<file path="config.mk">
export PLATFORM = sky130hd
export DESIGN_NAME = index_range_list_parser_core_flat
export DESIGN_NICKNAME = d
export VERILOG_FILES = /design/src/irlp_pkg.sv /design/src/irlp_in_if.sv /design/src/irlp_out_if.sv /design/src/irlp_front.sv /design/src/irlp_fifo.sv /design/src/irlp_back.sv /design/src/index_range_list_parser_core.sv /design/src/flat_wrapper.sv
export SDC_FILE = /design/constraint.sdc
export NUM_CORES = 1
export LEC_CHECK = 0
export BUFFER_PORTS_ARGS = -buffer_cell sky130_fd_sc_hd__buf_2
export CORE_MARGIN = 1
export CORE_UTILIZATION = 45
export CTS_BUF_LIST = sky130_fd_sc_hd__clkbuf_16
export CTS_CLUSTER_SIZE = 24
export DETAILED_ROUTE_END_ITERATION = 10
export HOLD_SLACK_MARGIN = 0.12
export PLACE_DENSITY = 0.7
export SETUP_SLACK_MARGIN = 0.1
export SYNTH_ARGS = -nofsm -noshare
export SYNTH_HDL_FRONTEND = slang
export SYNTH_SLANG_ARGS = --single-unit
</file>
<file path="constraint.sdc">
create_clock -name clk -period 7.2 [get_ports clk]
set_input_delay 1.08 -clock clk [delete_from_list [all_inputs] [get_ports clk]]
set_output_delay 1.08 -clock clk [all_outputs]
set_load 0.05 [all_outputs]
</file>
<file path="src/irlp_pkg.sv">
// Shared constants and types for the index range list parser.
package irlp_pkg;

  localparam int          VALUE_WIDTH = 32;
  localparam logic [31:0] MAX_RANGE   = 32'd1048576;
  localparam int          FIFO_DEPTH  = 4;

  localparam logic [2:0] ST_OK        = 3'd0;
  localparam logic [2:0] ST_EMPTY     = 3'd1;
  localparam logic [2:0] ST_MALFORMED = 3'd2;
  localparam logic [2:0] ST_OVERFLOW  = 3'd3;
  localparam logic [2:0] ST_RANGE     = 3'd4;

  localparam logic [7:0] CH_ZERO  = 8'h30;
  localparam logic [7:0] CH_NINE  = 8'h39;
  localparam logic [7:0] CH_SPACE = 8'h20;
  localparam logic [7:0] CH_COMMA = 8'h2c;
  localparam logic [7:0] CH_DASH  = 8'h2d;

  // classification of one finished element, queued between front and back
  typedef struct packed {
    logic empty;
    logic bad;
    logic ovf;
    logic done;
    logic extra;
  } irlp_flags_t;

endpackage

</file>
<file path="src/irlp_in_if.sv">
// Input channel: one text byte per word.
interface irlp_in_if;
  logic       valid;
  logic       ready;
  logic [7:0] text_byte;
  logic       end_of_list;

  modport source (output valid, text_byte, end_of_list, input ready);
  modport sink (input valid, text_byte, end_of_list, output ready);
endinterface

</file>
<file path="src/irlp_out_if.sv">
// Result channel: one parsed element per word.
interface irlp_out_if;
  logic        valid;
  logic        ready;
  logic [2:0]  status;
  logic [31:0] first_index;
  logic [31:0] last_index;
  logic        list_done;

  modport source (output valid, status, first_index, last_index, list_done, input ready);
  modport sink (input valid, status, first_index, last_index, list_done, output ready);
endinterface

</file>
<file path="src/irlp_front.sv">
// Front end: per-byte element scanner that emits one classified record per element.
module irlp_front #(
  parameter int VALUE_WIDTH = irlp_pkg::VALUE_WIDTH
) (
  input  logic                     clk,
  input  logic                     rst,
  input  logic                     take,
  input  logic [7:0]               text_byte,
  input  logic                     end_of_list,
  output logic                     push,
  output irlp_pkg::irlp_flags_t    rec_flags,
  output logic [VALUE_WIDTH-1:0]   rec_lo,
  output logic [VALUE_WIDTH-1:0]   rec_hi
);

  localparam logic [1:0] PH_LEAD   = 2'd0;
  localparam logic [1:0] PH_FIRST  = 2'd1;
  localparam logic [1:0] PH_SECOND = 2'd2;

  logic [1:0]             phase, phase_next;
  logic [VALUE_WIDTH-1:0] first_num, first_num_next;
  logic [VALUE_WIDTH-1:0] second_num, second_num_next;
  logic                   first_dig, first_dig_next;
  logic                   second_dig, second_dig_next;
  logic                   dash, dash_next;
  logic                   malformed, malformed_next;
  logic                   overflow, overflow_next;
  logic                   gap, gap_next;

  logic                   is_comma, is_ws, is_dash, is_digit;
  logic [VALUE_WIDTH-1:0] acc_in;
  logic [VALUE_WIDTH+3:0] acc_prod;
  logic                   acc_ovf;

  assign is_comma = text_byte == irlp_pkg::CH_COMMA;
  assign is_ws    = text_byte <= irlp_pkg::CH_SPACE;
  assign is_dash  = text_byte == irlp_pkg::CH_DASH;
  assign is_digit = text_byte >= irlp_pkg::CH_ZERO && text_byte <= irlp_pkg::CH_NINE;

  // num*10 + digit; anything above the value width is overflow
  assign acc_in   = (phase == PH_SECOND) ? second_num : first_num;
  assign acc_prod = {1'b0, acc_in, 3'b000} + {3'b000, acc_in, 1'b0}
                  + {{VALUE_WIDTH{1'b0}}, text_byte[3:0]};
  assign acc_ovf  = |acc_prod[VALUE_WIDTH+3:VALUE_WIDTH];

  always_comb begin
    phase_next      = phase;
    first_num_next  = first_num;
    second_num_next = second_num;
    first_dig_next  = first_dig;
    second_dig_next = second_dig;
    dash_next       = dash;
    malformed_next  = malformed;
    overflow_next   = overflow;
    gap_next        = gap;
    if (is_ws) begin
      if (phase != PH_LEAD) begin
        gap_next = 1'b1;
      end
    end else begin
      if (gap) begin
        malformed_next = 1'b1;
      end
      if (is_dash) begin
        if (dash) begin
          malformed_next = 1'b1;
        end
        dash_next  = 1'b1;
        phase_next = PH_SECOND;
      end else if (is_digit) begin
        if (phase == PH_SECOND) begin
          second_dig_next = 1'b1;
        end else begin
          phase_next     = PH_FIRST;
          first_dig_next = 1'b1;
        end
        if (!overflow) begin
          if (acc_ovf) begin
            overflow_next = 1'b1;
          end else if (phase == PH_SECOND) begin
            second_num_next = acc_prod[VALUE_WIDTH-1:0];
          end else begin
            first_num_next = acc_prod[VALUE_WIDTH-1:0];
          end
        end
      end else begin
        malformed_next = 1'b1;
        if (phase == PH_LEAD) begin
          phase_next = PH_FIRST;
        end
      end
    end
  end

  // a comma closes the element as it stood; a last byte closes it after the byte
  always_comb begin
    if (is_comma) begin
      rec_flags.empty = phase == PH_LEAD && !dash;
      rec_flags.bad   = malformed || !first_dig || (dash && !second_dig);
      rec_flags.ovf   = overflow;
      rec_lo          = first_num;
      rec_hi          = dash ? second_num : first_num;
    end else begin
      rec_flags.empty = phase_next == PH_LEAD && !dash_next;
      rec_flags.bad   = malformed_next || !first_dig_next || (dash_next && !second_dig_next);
      rec_flags.ovf   = overflow_next;
      rec_lo          = first_num_next;
      rec_hi          = dash_next ? second_num_next : first_num_next;
    end
    rec_flags.done  = end_of_list && !is_comma;
    rec_flags.extra = end_of_list && is_comma;
  end

  assign push = take && (is_comma || end_of_list);

  always_ff @(posedge clk) begin
    if (rst || push) begin
      phase      <= PH_LEAD;
      first_num  <= '0;
      second_num <= '0;
      first_dig  <= 1'b0;
      second_dig <= 1'b0;
      dash       <= 1'b0;
      malformed  <= 1'b0;
      overflow   <= 1'b0;
      gap        <= 1'b0;
    end else if (take) begin
      phase      <= phase_next;
      first_num  <= first_num_next;
      second_num <= second_num_next;
      first_dig  <= first_dig_next;
      second_dig <= second_dig_next;
      dash       <= dash_next;
      malformed  <= malformed_next;
      overflow   <= overflow_next;
      gap        <= gap_next;
    end
  end

endmodule

</file>
<file path="src/irlp_fifo.sv">
// Short record queue between the scanner and the result stage.
module irlp_fifo #(
  parameter int WIDTH = 8,
  parameter int DEPTH = irlp_pkg::FIFO_DEPTH
) (
  input  logic             clk,
  input  logic             rst,
  input  logic             push,
  input  logic [WIDTH-1:0] wdata,
  input  logic             pop,
  output logic [WIDTH-1:0] rdata,
  output logic             not_empty,
  output logic             full
);

  localparam int AW = (DEPTH > 1) ? $clog2(DEPTH) : 1;
  localparam logic [AW-1:0] LAST = AW'(DEPTH - 1);

  logic [WIDTH-1:0] mem [DEPTH];
  logic [AW-1:0]    wr_ptr, rd_ptr;
  logic [AW:0]      count;

  assign rdata     = mem[rd_ptr];
  assign not_empty = count != '0;
  assign full      = count == (AW+1)'(DEPTH);

  always_ff @(posedge clk) begin
    if (push) begin
      mem[wr_ptr] <= wdata;
    end
  end

  always_ff @(posedge clk) begin
    if (rst) begin
      wr_ptr <= '0;
      rd_ptr <= '0;
      count  <= '0;
    end else begin
      if (push) begin
        wr_ptr <= (wr_ptr == LAST) ? '0 : wr_ptr + 1'b1;
      end
      if (pop) begin
        rd_ptr <= (rd_ptr == LAST) ? '0 : rd_ptr + 1'b1;
      end
      if (push && !pop) begin
        count <= count + 1'b1;
      end else if (pop && !push) begin
        count <= count - 1'b1;
      end
    end
  end

endmodule

</file>
<file path="src/irlp_back.sv">
// Back end: range check, status selection and the registered result word.
module irlp_back #(
  parameter int          VALUE_WIDTH = irlp_pkg::VALUE_WIDTH,
  parameter logic [31:0] MAX_RANGE   = irlp_pkg::MAX_RANGE
) (
  input  logic                   clk,
  input  logic                   rst,
  input  logic                   head_valid,
  input  irlp_pkg::irlp_flags_t  head_flags,
  input  logic [VALUE_WIDTH-1:0] head_lo,
  input  logic [VALUE_WIDTH-1:0] head_hi,
  output logic                   pop,
  irlp_out_if.source             out_ch
);

  localparam int CW = (VALUE_WIDTH > 32) ? VALUE_WIDTH : 32;

  logic                   load, sub;
  logic [VALUE_WIDTH-1:0] diff;
  logic                   reject;
  logic [2:0]             status_next;

  assign diff   = head_hi - head_lo;
  assign reject = head_hi < head_lo || CW'(diff) >= CW'(MAX_RANGE);

  always_comb begin
    if (head_flags.empty) begin
      status_next = irlp_pkg::ST_EMPTY;
    end else if (head_flags.bad) begin
      status_next = irlp_pkg::ST_MALFORMED;
    end else if (head_flags.ovf) begin
      status_next = irlp_pkg::ST_OVERFLOW;
    end else if (reject) begin
      status_next = irlp_pkg::ST_RANGE;
    end else begin
      status_next = irlp_pkg::ST_OK;
    end
  end

  assign load = !out_ch.valid || out_ch.ready;
  assign pop  = load && head_valid && (sub || !head_flags.extra);

  always_ff @(posedge clk) begin
    if (rst) begin
      out_ch.valid <= 1'b0;
      sub          <= 1'b0;
    end else if (load) begin
      out_ch.valid <= head_valid;
      if (head_valid) begin
        sub <= !sub && head_flags.extra;
      end
    end
  end

  always_ff @(posedge clk) begin
    if (load && head_valid) begin
      if (sub) begin
        // trailing comma at end of list: empty final element
        out_ch.status      <= irlp_pkg::ST_EMPTY;
        out_ch.first_index <= '0;
        out_ch.last_index  <= '0;
        out_ch.list_done   <= 1'b1;
      end else begin
        out_ch.status      <= status_next;
        out_ch.first_index <= (status_next == irlp_pkg::ST_OK) ? 32'(head_lo) : '0;
        out_ch.last_index  <= (status_next == irlp_pkg::ST_OK) ? 32'(head_hi) : '0;
        out_ch.list_done   <= head_flags.done;
      end
    end
  end

endmodule

</file>
<file path="src/index_range_list_parser_core.sv">
// Index range list parser: top level joining scanner, record queue and result stage.
//
// in_ch carries the list text one byte per word, with end_of_list set on the
// last byte. out_ch carries one word per element: status, first and last
// index and list_done on the final element of the list.
// A byte is taken every cycle while the record queue has room; the scanner
// updates its registered element state with each byte taken (multiply-by-ten accumulate).
// An element closed by a comma or by the last byte is queued as one record;
// the result stage loads the record at the head of the queue into the
// registered result word when the output register is empty or being taken.
// A comma that is also the last byte yields two result words from one record,
// the second an empty element.
// When out_ch is stalled the queue (FIFO_DEPTH records) absorbs elements
// and in_ch.ready drops only once it is full.
// Reset (rst, synchronous) empties the queue and the output register and
// returns the scanner to the start of an element.
module index_range_list_parser_core #(
  parameter int          VALUE_WIDTH = irlp_pkg::VALUE_WIDTH,
  parameter logic [31:0] MAX_RANGE   = irlp_pkg::MAX_RANGE,
  parameter int          FIFO_DEPTH  = irlp_pkg::FIFO_DEPTH
) (
  input  logic      clk,
  input  logic      rst,
  irlp_in_if.sink   in_ch,
  irlp_out_if.source out_ch
);

  localparam int FLW = $bits(irlp_pkg::irlp_flags_t);
  localparam int RW  = FLW + 2 * VALUE_WIDTH;

  logic                   take, push, pop, head_valid, full;
  irlp_pkg::irlp_flags_t  rec_flags, head_flags;
  logic [VALUE_WIDTH-1:0] rec_lo, rec_hi, head_lo, head_hi;
  logic [RW-1:0]          head_word;

  assign in_ch.ready = !full;
  assign take        = in_ch.valid && !full;

  irlp_front #(
    .VALUE_WIDTH(VALUE_WIDTH)
  ) u_front (
    .clk        (clk),
    .rst        (rst),
    .take       (take),
    .text_byte  (in_ch.text_byte),
    .end_of_list(in_ch.end_of_list),
    .push       (push),
    .rec_flags  (rec_flags),
    .rec_lo     (rec_lo),
    .rec_hi     (rec_hi)
  );

  irlp_fifo #(
    .WIDTH(RW),
    .DEPTH(FIFO_DEPTH)
  ) u_fifo (
    .clk      (clk),
    .rst      (rst),
    .push     (push),
    .wdata    ({rec_flags, rec_lo, rec_hi}),
    .pop      (pop),
    .rdata    (head_word),
    .not_empty(head_valid),
    .full     (full)
  );

  assign head_flags = head_word[RW-1 -: FLW];
  assign head_lo    = head_word[2*VALUE_WIDTH-1 -: VALUE_WIDTH];
  assign head_hi    = head_word[VALUE_WIDTH-1:0];

  irlp_back #(
    .VALUE_WIDTH(VALUE_WIDTH),
    .MAX_RANGE  (MAX_RANGE)
  ) u_back (
    .clk       (clk),
    .rst       (rst),
    .head_valid(head_valid),
    .head_flags(head_flags),
    .head_lo   (head_lo),
    .head_hi   (head_hi),
    .pop       (pop),
    .out_ch    (out_ch)
  );

endmodule
</file>
<file path="src/flat_wrapper.sv">
// flat-port wrapper written by rule: the top's interface ports become plain ports
module index_range_list_parser_core_flat 
#(
  parameter int          VALUE_WIDTH = irlp_pkg::VALUE_WIDTH,
  parameter logic [31:0] MAX_RANGE   = irlp_pkg::MAX_RANGE,
  parameter int          FIFO_DEPTH  = irlp_pkg::FIFO_DEPTH
)
  (clk, rst, in_ch_valid, in_ch_text_byte, in_ch_end_of_list, in_ch_ready, out_ch_valid, out_ch_status, out_ch_first_index, out_ch_last_index, out_ch_list_done, out_ch_ready);
  irlp_in_if in_ch_i ();
  irlp_out_if out_ch_i ();
  input  logic clk;
  input  logic rst;
  input wire logic [$bits(in_ch_i.valid)-1:0] in_ch_valid;
  input wire logic [$bits(in_ch_i.text_byte)-1:0] in_ch_text_byte;
  input wire logic [$bits(in_ch_i.end_of_list)-1:0] in_ch_end_of_list;
  output wire logic [$bits(in_ch_i.ready)-1:0] in_ch_ready;
  output wire logic [$bits(out_ch_i.valid)-1:0] out_ch_valid;
  output wire logic [$bits(out_ch_i.status)-1:0] out_ch_status;
  output wire logic [$bits(out_ch_i.first_index)-1:0] out_ch_first_index;
  output wire logic [$bits(out_ch_i.last_index)-1:0] out_ch_last_index;
  output wire logic [$bits(out_ch_i.list_done)-1:0] out_ch_list_done;
  input wire logic [$bits(out_ch_i.ready)-1:0] out_ch_ready;
  assign in_ch_i.valid = in_ch_valid;
  assign in_ch_i.text_byte = in_ch_text_byte;
  assign in_ch_i.end_of_list = in_ch_end_of_list;
  assign in_ch_ready = in_ch_i.ready;
  assign out_ch_valid = out_ch_i.valid;
  assign out_ch_status = out_ch_i.status;
  assign out_ch_first_index = out_ch_i.first_index;
  assign out_ch_last_index = out_ch_i.last_index;
  assign out_ch_list_done = out_ch_i.list_done;
  assign out_ch_i.ready = out_ch_ready;
  index_range_list_parser_core #(.VALUE_WIDTH(VALUE_WIDTH), .MAX_RANGE(MAX_RANGE), .FIFO_DEPTH(FIFO_DEPTH)) u_core (.clk(clk), .rst(rst), .in_ch(in_ch_i), .out_ch(out_ch_i));
endmodule
</file>
* Yosys cells after proc, flatten, opt, wreduce, memory -nomap -nowiden *
Memory sizes are Yosys's and may differ from the RTL's. A register that Yosys moved wholly into a read port is not among the register bits.
Index checks and enable logic that the tools add are counted.

cells by class
  bitwise gates (word level) = 1
  multiplexer cells = 55
  $mul = 0
  shift operators = 0
  divide/modulo/power cells = 0
  reductions and logical operators = 46
  add/sub/neg operators = 7
  $lt $le $gt $ge = 5
  eq/ne operators = 6

operators by type and width
  kind                                                                               number
  32-bit two-way mux                                                                 17
  35-bit by 33-bit adder with 36-bit output                                          1
  36-bit by 4-bit adder with 36-bit output                                           1
  32-bit by 21-bit >= comparator with 1-bit output (second input constant)           1
  32-bit < comparator                                                                1
  32-bit subtractor                                                                  1
  1-bit two-way mux                                                                  22
  3-bit two-way mux                                                                  7
  2-bit two-way mux                                                                  9
  8-bit by 6-bit equality test with 1-bit output (second input constant)             2
  8-bit by 6-bit less-or-equal comparator with 1-bit output (second input constant)  2
  1-bit logical AND                                                                  14
  1-bit logical NOT                                                                  13
  1-bit logical OR                                                                   9
  8-bit by 6-bit >= comparator with 1-bit output (second input constant)             1
  2-bit equality test (second input constant)                                        3
  2-bit by 1-bit adder with 2-bit output (second input constant)                     2
  2-bit logical NOT                                                                  2
  2-bit nonzero test                                                                 2
  4-bit OR reduction                                                                 1
  3-bit by 1-bit adder with 3-bit output (second input constant)                     1
  3-bit equality test (second input constant)                                        1
  3-bit logical NOT                                                                  1
  3-bit AND reduction                                                                1
  5 further kinds                                                                    5

word-level totals
  output and inout port bits = 70
  RAM bits = 276
  register bits = 149
  memories kept = 1
  latch bits = 0
  memory bits (read-only) = 0

memory list
  name               depth  width  rd ports  clocked after Yosys merged registers in  wr ports  line             text
  u_core.u_fifo.mem  4      69     1         1                                        1         irlp_fifo.sv:19  logic [WIDTH-1:0] mem [DEPTH];

* Longest topological paths before layout *
Gate-level depths: netlist of run 1.

  depth in word-level cells = 12
  gate-level depth with buffers = 20
  depth with buffers taken out = 16

* By module *
Synthesis of run 1 repeated with hierarchy kept, for this count alone.

second synthesis, totals
  cell total of the unflattened synthesis = 1,806
  area, all modules = 22,415.2 um2

modules (own cells, without submodules)
  module                        instances  area each (um2)  cells an instance
  irlp_fifo                     1          10,406.2         405
  irlp_front                    1          7,355.8          934
  irlp_back                     1          4,643.2          465
  index_range_list_parser_core  1          10.0             2

* Worst setup path before layout of run 1 *
Ideal clock, no wire load.

  path kind = register to register
  from = reg with a tool-made name
  to = reg u_core.u_back.out_ch.status[2], data pin
  arrival = 4,790 ps
  required time = 6,946 ps
  path slack = 2,155 ps
  stages on the path, launching flop included = 18
  cells stage by stage = dfxtp_1 > clkbuf_1 > clkbuf_1 > buf_1 > mux4_2 > ha_1 > buf_6 > and3_4 > nand3_2 > o22ai_1 > a311o_1 > a221o_1 > xnor2_1 > nand4_1 > or4_4 > buf_6 > buf_6 > o21a_1

RTL lines
  element               line               text
  to (signal assigned)  irlp_back.sv:59    out_ch.status <= irlp_pkg::ST_EMPTY;
  to (signal assigned)  irlp_back.sv:64    out_ch.status <= status_next;
  to (decl)             irlp_out_if.sv:10  modport source (output valid, status, first_index, last_index, list_done, input ready);

* Worst setup path in the final report of run 1 *
  from = reg u_core.u_front.phase[1]
  to = mem u_core.u_fifo.mem[3][18] (netlist name), data pin

between the ends
  word-level cells in the longest chain between the ends = 12
  elaborated cells between the ends (all ways) = 19

ends and longest elaborated chain
  element                                                          line                                text
  from (decl)                                                      irlp_front.sv:20                    logic [1:0] phase, phase_next;
  from (signal assigned)                                           irlp_front.sv:128                   phase <= phase_next;
  2-bit equality test (*)                                          irlp_front.sv:41, irlp_front.sv:80
  32-bit two-way mux                                               irlp_front.sv:41                    assign acc_in = (phase == PH_SECOND) ? second_num : first_num;
  35-bit by 33-bit adder with 36-bit output                        irlp_front.sv:42                    assign acc_prod = {1'b0, acc_in, 3'b000} + {3'b000, acc_in, 1'b0}
  36-bit by 4-bit adder with 36-bit output                         irlp_front.sv:43                    + {{VALUE_WIDTH{1'b0}}, text_byte[3:0]};
  4-bit OR reduction / 32-bit two-way mux (equally long branches)  irlp_front.sv:44, irlp_front.sv:80
  32-bit two-way mux                                               irlp_front.sv:78                    if (acc_ovf) begin
  32-bit two-way mux                                               irlp_front.sv:77                    if (!overflow) begin
  32-bit two-way mux                                               irlp_front.sv:70                    end else if (is_digit) begin
  32-bit two-way mux                                               irlp_front.sv:64                    if (is_dash) begin
  32-bit two-way mux                                               irlp_front.sv:56                    if (is_ws) begin
  32-bit two-way mux (*)                                           irlp_front.sv:108                   rec_hi = dash_next ? second_num_next : first_num_next;
  32-bit two-way mux (*)                                           irlp_front.sv:97                    if (is_comma) begin
  via u_core.rec_hi[18]                                            index_range_list_parser_core.sv:33  logic [VALUE_WIDTH-1:0] rec_lo, rec_hi, head_lo, head_hi;
  to (decl)                                                        irlp_fifo.sv:19

Mark *: on every way through the listed nets, which the timed path passes. The rest lies on a longest branch.

==> results of run 1 <==
==> metal layers <==
layer  share of wire  global-route usage
met4           0.024              0.0641
met1            0.45               0.281
met5         0.00020                   0
met3           0.049              0.0318
met2            0.47               0.338
==> state kept, by name, summed over array words and instances (netlist names), 2 cells and up, named ones only <==
name,count
u_core.u_fifo.mem,276
u_core.u_back.out_ch.first_index,32
u_core.u_back.out_ch.last_index,32
u_core.u_front.first_num,32
u_core.u_front.second_num,32
u_core.u_back.out_ch.status,3
u_core.u_fifo.count,3
u_core.u_fifo.rd_ptr,2
u_core.u_fifo.wr_ptr,2
u_core.u_front.phase,2
==> synthesized netlist by cell type, drive strengths merged, types with 4 or more instances <==
| cell | number |
|---|---|
| mux2 | 35 |
| and2 | 14 |
| xnor2 | 26 |
| nor4 | 36 |
| nand2b | 6 |
| nand4 | 10 |
| o21ai | 80 |
| nor2 | 92 |
| a21o | 33 |
| clkbuf | 68 |
| mux4 | 69 |
| xor2 | 13 |
| o21bai | 8 |
| a211oi | 12 |
| and3 | 6 |
| nor3 | 44 |
| o22ai | 22 |
| edfxtp | 344 |
| ha | 101 |
| o2111ai | 4 |
| a31oi | 14 |
| nand3 | 23 |
| o21a | 14 |
| o22a | 12 |
| inv | 87 |
| o211ai | 7 |
| mux2i | 93 |
| nand2 | 174 |
| a21boi | 4 |
| dfxtp | 83 |
| fa | 4 |
| a21oi | 119 |
| nor2b | 11 |
| buf | 32 |
==> worst max path at each step <==
stage | from | to | slack [ns]
final | u_core.u_front.phase[1] | u_core.u_fifo.mem[3][18] | 1.45
after global routing | u_core.u_front.phase[1] | u_core.u_fifo.mem[3][18] | 1.02
after CTS | u_core.u_front.phase[1] | u_core.u_fifo.mem[3][18] | 1.50
after detailed placement | u_core.u_front.phase[1] | u_core.u_fifo.mem[0][18] | 1.51
after global placement | flop | u_core.u_back.out_ch.first_index[9] | 1.66
after floorplan | flop | u_core.u_back.out_ch.status[2] | 2.16
==> metrics by stage <==
step	hold slack, ns	worst slack (ns)
6_report	0.479	1.45
5_1_grt	0.518	1.02
4_1_cts	0.483	1.50
3_5_place_dp	0.474	1.51
3_3_place_gp	0.451	1.66
2_1_floorplan	0.442	2.16
==> cells in the final DEF, fill, tap and decap left out, drive strengths merged, types with 6 or more instances in the layout <==
master and count:
nor4 36, o21bai 8, mux4 69, o21ai 80, inv 104, nand3 23, ha 101, and3 6
a21o 33, nand2b 6, nor2 92, and2 14, xor2 13, dfxtp 83, clkbuf 43, o22a 12
a31oi 14, xnor2 26, edfxtp 344, a211oi 12, nor3 44, a21oi 119, mux2i 93, nand2 174
nand4 10, mux2 35, clkinv 14, o21a 14, buf 107, o211ai 7, o22ai 22, nor2b 11
==> final cells by class <==
type,count,area [µm²]
clock buffer,43,1080
clock inverter,36,305
fill,4003,23600
inverter,87,327
multi-input combinational,1127,8980
sequential,427,12000
tap,615,769
timing repair buffer,107,636
==> critical path, delay by kind of cell, from the launching register on <==
family,cells,cell delay [ns]
mux,2,0.74
buf+inv,1,0.29
flops,1,0.41
fa+ha+maj,2,0.83
compound gates,6,1.50
simple gates,4,1.64
==> cells by family (layout without fill, tap and decap cells) <==
group / Yosys count / in the layout / share of synthesized area
mux: 197 / 197 / 0.132
xor+xnor: 39 / 39 / 0.0157
flops: 427 / 427 / 0.552
fa+ha+maj: 105 / 105 / 0.0618
compound gates: 354 / 354 / 0.100
buf+inv: 187 / 273 / 0.0365
simple gates: 432 / 432 / 0.101
==> where the power goes <==
group,internal (mW),switching (mW)
clock network,1.24,0.958
registers,3.06,0.132
logic,0.930,2.02
total,5.23,3.11
==> impl_metrics.ini, run 1 <==
[status]
status = finished clean

[route]
via_count = 14182
drtIter0Drc = 1195
wirelength_um = 50700
vias_per_cell = 5.81
first_pass_iters = 5
wire_per_inst_um = 20.8
drc = 0
postRouteAntennaNets = 0

[clock_tree]
clk-insertion-delay-late_ns = 0.57
cts_setup_buffers = 0
hold_buffers = 0
cts_sinks = 427
cts.reportedPaths.clkPinSlew_ns = 0.06
cts_tree = done
root_buffer = clkbuf_16
numCtsBuffers = 43
cts_resized = 0
cts_max_path_buffers = 3
cts_max_level = 2

[setup_path]
rr_startpoint = u_core.u_front.phase[1]
crit_slowest_cell = nor2b_2
r2r-end = u_core.u_fifo.mem[3][18]
reg2reg_slack_ns = 1.45
end_kind = flop
cp.arrival_ns = 6.01
startpoint_type = flop
path_cells = nor2b_2 -> nand2_1 -> nand2_1 -> fa_1 -> ha_1 -> a211oi_1 -> o21bai_1 -> a211oi_2 -> o41a_1 -> o21ai_0 -> mux2i_1 -> and3_2 -> buf_12 -> mux2i_1 -> o21ai_1
worst-setup-path-type = reg2reg
path_max_fanout = 22
reg2regPathDepth = 15
slowest_delay_ns = 0.76
worstPathRequired_ns = 7.45

[global_routing]
antenna_found_initial = 1
grt_usage = 0.206
grt_pass1_wl_um = 79700
overflow = 0
grt_start_max_net_pins = 70
first_global_vias = 14061

[place]
place.gp.congestion = 0.925
dpl.hpwl_um = 34900
placed_area_um2 = 22700
io_buffers = 82
dp_cells = 2363

[floorplan]
fp.coreArea_um2 = 47600
fp.dieW_um = 222
initial_core_util = 0.456
die_h_um = 222
ios = 83
die-area_um2 = 49200
rows = 80

[sta]
fmax_mhz = 174
skew_ns = 0.0180
final_max_slew_viol_count = 0
setup_viol = 0
fin_tns_setup_ns = 0
rsz0062_at_grt = no
finalCritPeriodShare = 0.799
slew_headroom = 0.199
hold_viol_final = 0
period_needed_ns = 5.75
worstMarginPinSlew_ns = 1.17

[run]
cap_viol_max_count = 0

[synth]
ys_seq_area_frac = 0.552
yosys_warnings = 0
synth_area_um2 = 21700
async_flop_share = 0
synth_edf_count = 344
dominantRegCellSynth = edfxtp_1
synth_nets = 1859
synth_top_cell_area_share = 0.475
synth_area_leaders = edfxtp_1 48%, dfxtp_1 7.6%, mux4_2 7.2%, ha_1 5.8%, mux2i_1 4.3%
netlist_instances = 1741
synth_seq_cells = 427
synth_area_leader_cell = edfxtp_1
avgSynthCellArea_um2 = 12.5
synth_cell_types = 72

[final_layout]
layout.cells.non_filler = 2442
syn_to_final_growth_pct = 10.9
final_area_um2 = 24100
drive_gt1_frac = 0.171
finish.utilization = 0.506
nets = 1911
diodes = 0

[pwr]
powerDensity_nw_per_um2 = 346
vdd_drop_max_mv = 0.299
fin_total_pwr_mw = 8.35
p_leak_nw = 8.95

[worst_hold_path]
hold_end = u_core.u_front.gap
worstHoldStart = u_core.u_front.gap
hold_depth = 2
worstHoldPathType = reg2reg
Note: power is estimated with default switching activity, not from simulation.
==> run 2, diff against run 1 <==
==> constraint.sdc (replaced) <==
create_clock -name clk -period 6 [get_ports clk]
set_input_delay 0.9 -clock clk [delete_from_list [all_inputs] [get_ports clk]]
set_output_delay 0.9 -clock clk [all_outputs]
set_load 0.05 [all_outputs]
==> run 2 against run 1 <==
Flip-flop and latch count did not move; global-route usage rose by 0.46 points; non-clock buffer count rose by 7; utilization rose by 0.30 points; highest routed layer is now met4; critical path depth rose by 1; fmax rose by 7.2%; via count rose by 0.91%.
==> impl_metrics.ini, run 2 (same netlist as run 1, synthesis figures left out) <==
[route]
first_pass_iters = 5
drc = 0
drtIter0Drc = 1169
postRouteAntennaNets = 0
wire_per_inst_um = 21.1
via_count = 14311
vias_per_cell = 5.84
wirelength_um = 51700

[place]
place.gp.congestion = 0.898
placed_area_um2 = 22800
io_buffers = 82
dpl.hpwl_um = 35600
preCtsSetupSlack_ns = 0.691

[worst_hold_path]
worstHoldPathType = reg2reg

[sta]
finalCritPeriodShare = 0.894
hold_viol_final = 0
slew_headroom = 0.119
worst_slack_ns = 0.636
period_needed_ns = 5.36
skew_ns = 0.0206
fin_tns_setup_ns = 0
final_max_slew_viol_count = 0
setup_viol = 0
fmax_mhz = 186
rsz0062_at_grt = no
worstMarginPinSlew_ns = 1.29

[clock_tree]
numCtsBuffers = 43
clk-insertion-delay-late_ns = 0.57
cts_tree = done
cts_sinks = 427
cts_max_path_buffers = 3
cts.reportedPaths.clkPinSlew_ns = 0.06
cts_resized = 0
cts_setup_buffers = 0
root_buffer = clkbuf_16
cts_max_level = 2
hold_buffers = 0

[pwr]
p_switching_mw = 3.76
p_int_mw = 6.26
p_seq_frac = 0.380
vdd_drop_max_mv = 0.372
powerDensity_nw_per_um2 = 413
p_comb_frac = 0.358
switching_share = 0.375
p_leak_nw = 8.98
clockPowerShare = 0.261

[setup_path]
worstPathRequired_ns = 6.30
path_common_cell = nand2_1
path_max_fanout = 34
startpoint_type = flop
cp.arrival_ns = 5.66
cp.buffers_inverters = 2
crit_slowest_cell = and3_2
end_kind = flop
worst-setup-path-type = reg2reg
slowest_delay_ns = 0.55
crit_family = compound AO/OA/AOI/OAI gates
path_cells = nand2b_1 -> buf_4 -> nand2_1 -> nand2_1 -> fa_1 -> ha_1 -> a211oi_1 -> o21bai_1 -> a211oi_2 -> o41a_1 -> o21ai_0 -> mux2i_1 -> and3_2 -> buf_12 -> mux2_1 -> o21a_1

[floorplan]
fp.coreArea_um2 = 47600
die-area_um2 = 49200
ios = 83
rows = 80
initial_core_util = 0.456
fp.dieW_um = 222
die_h_um = 222

[final_layout]
final_area_um2 = 24200
largest_reg_flops = 276
final.fill_count = 4013
syn_to_final_growth_pct = 11.5
diodes = 0
layout_commonest_cell = edfxtp_1
max_flop_register = u_core.u_fifo.mem
final_cell_mix = 344 x edfxtp_1, 174 x nand2_1, 119 x a21oi_1
nets = 1918
finish.utilization = 0.509
drive_gt1_frac = 0.180

[global_routing]
grt_pass1_wl_um = 81000
antenna_found_initial = 0
first_global_vias = 14213
overflow = 0
grt_start_max_net_pins = 70
grt_usage = 0.211

[run]
cap_viol_max_count = 0

[status]
status = finished clean
run 2: power groups by stage:
stage / Clock [mW] / Sequential, mW / Combinational [mW]
after CTS: 2.66 / 3.82 / 3.59
after global routing: 2.77 / 3.84 / 3.86
after global placement: 0 / 3.86 / 3.54
final: 2.62 / 3.81 / 3.59
after detailed placement: 0 / 3.88 / 3.58
after floorplan: 0 / 4.51 / 2.03
run 2: metal layers:
layer  global-route usage  vias to the layer above  wire length, µm
met5                    0                        -                0
met4               0.0665                        0             1230
met3               0.0262                       76             2860
met2                0.347                      457            24600
met1                0.291                     7092            23000
li1                     -                     6686                -
run 2: final cells by class:
| type | instances | area (µm²) | share of cell area |
|---|---|---|---|
| well taps | 615 | 769 | 0.0318 |
| multi-input cells | 1127 | 8990 | 0.371 |
| flip-flops and latches | 427 | 12000 | 0.495 |
| repair buffers | 114 | 763 | 0.0315 |
| clock inverters | 37 | 314 | 0.0130 |
| inverters | 87 | 327 | 0.0135 |
| clock buffers | 43 | 1080 | 0.0444 |
run 2: worst paths after layout:
path	from	to	slack (ns)	depth (start not counted)
worst max-delay path	u_core.u_front.phase[0]	u_core.u_fifo.mem[3][24]	0.64	16
worst min register to register	u_core.u_back.out_ch.valid	u_core.u_back.out_ch.valid	0.46	2
worst max register to register	u_core.u_front.phase[0]	u_core.u_fifo.mem[3][24]	0.64	16
worst min-delay path	u_core.u_back.out_ch.valid	u_core.u_back.out_ch.valid	0.46	2
run 2: worst register-to-register path, cell delays in order (launching register included):
cell	delay [ns]
dfxtp_1	0.41
nand2b_1	0.13
buf_4	0.37
nand2_1	0.12
nand2_1	0.13
fa_1	0.48
ha_1	0.34
a211oi_1	0.28
o21bai_1	0.17
a211oi_2	0.38
o41a_1	0.34
o21ai_0	0.14
mux2i_1	0.31
and3_2	0.55
buf_12	0.30
mux2_1	0.42
o21a_1	0.25
run 2: through the flow:
step / cells / total power [mW] / hold slack [ns]
6_report: 2450 / 10.0 / 0.464
5_1_grt: 2450 / 10.5 / 0.519
4_1_cts: 2450 / 10.1 / 0.468
3_5_place_dp: 2370 / 7.46 / 0.459
3_3_place_gp: 2370 / 7.41 / 0.452
2_1_floorplan: 1741 / 6.55 / 0.442
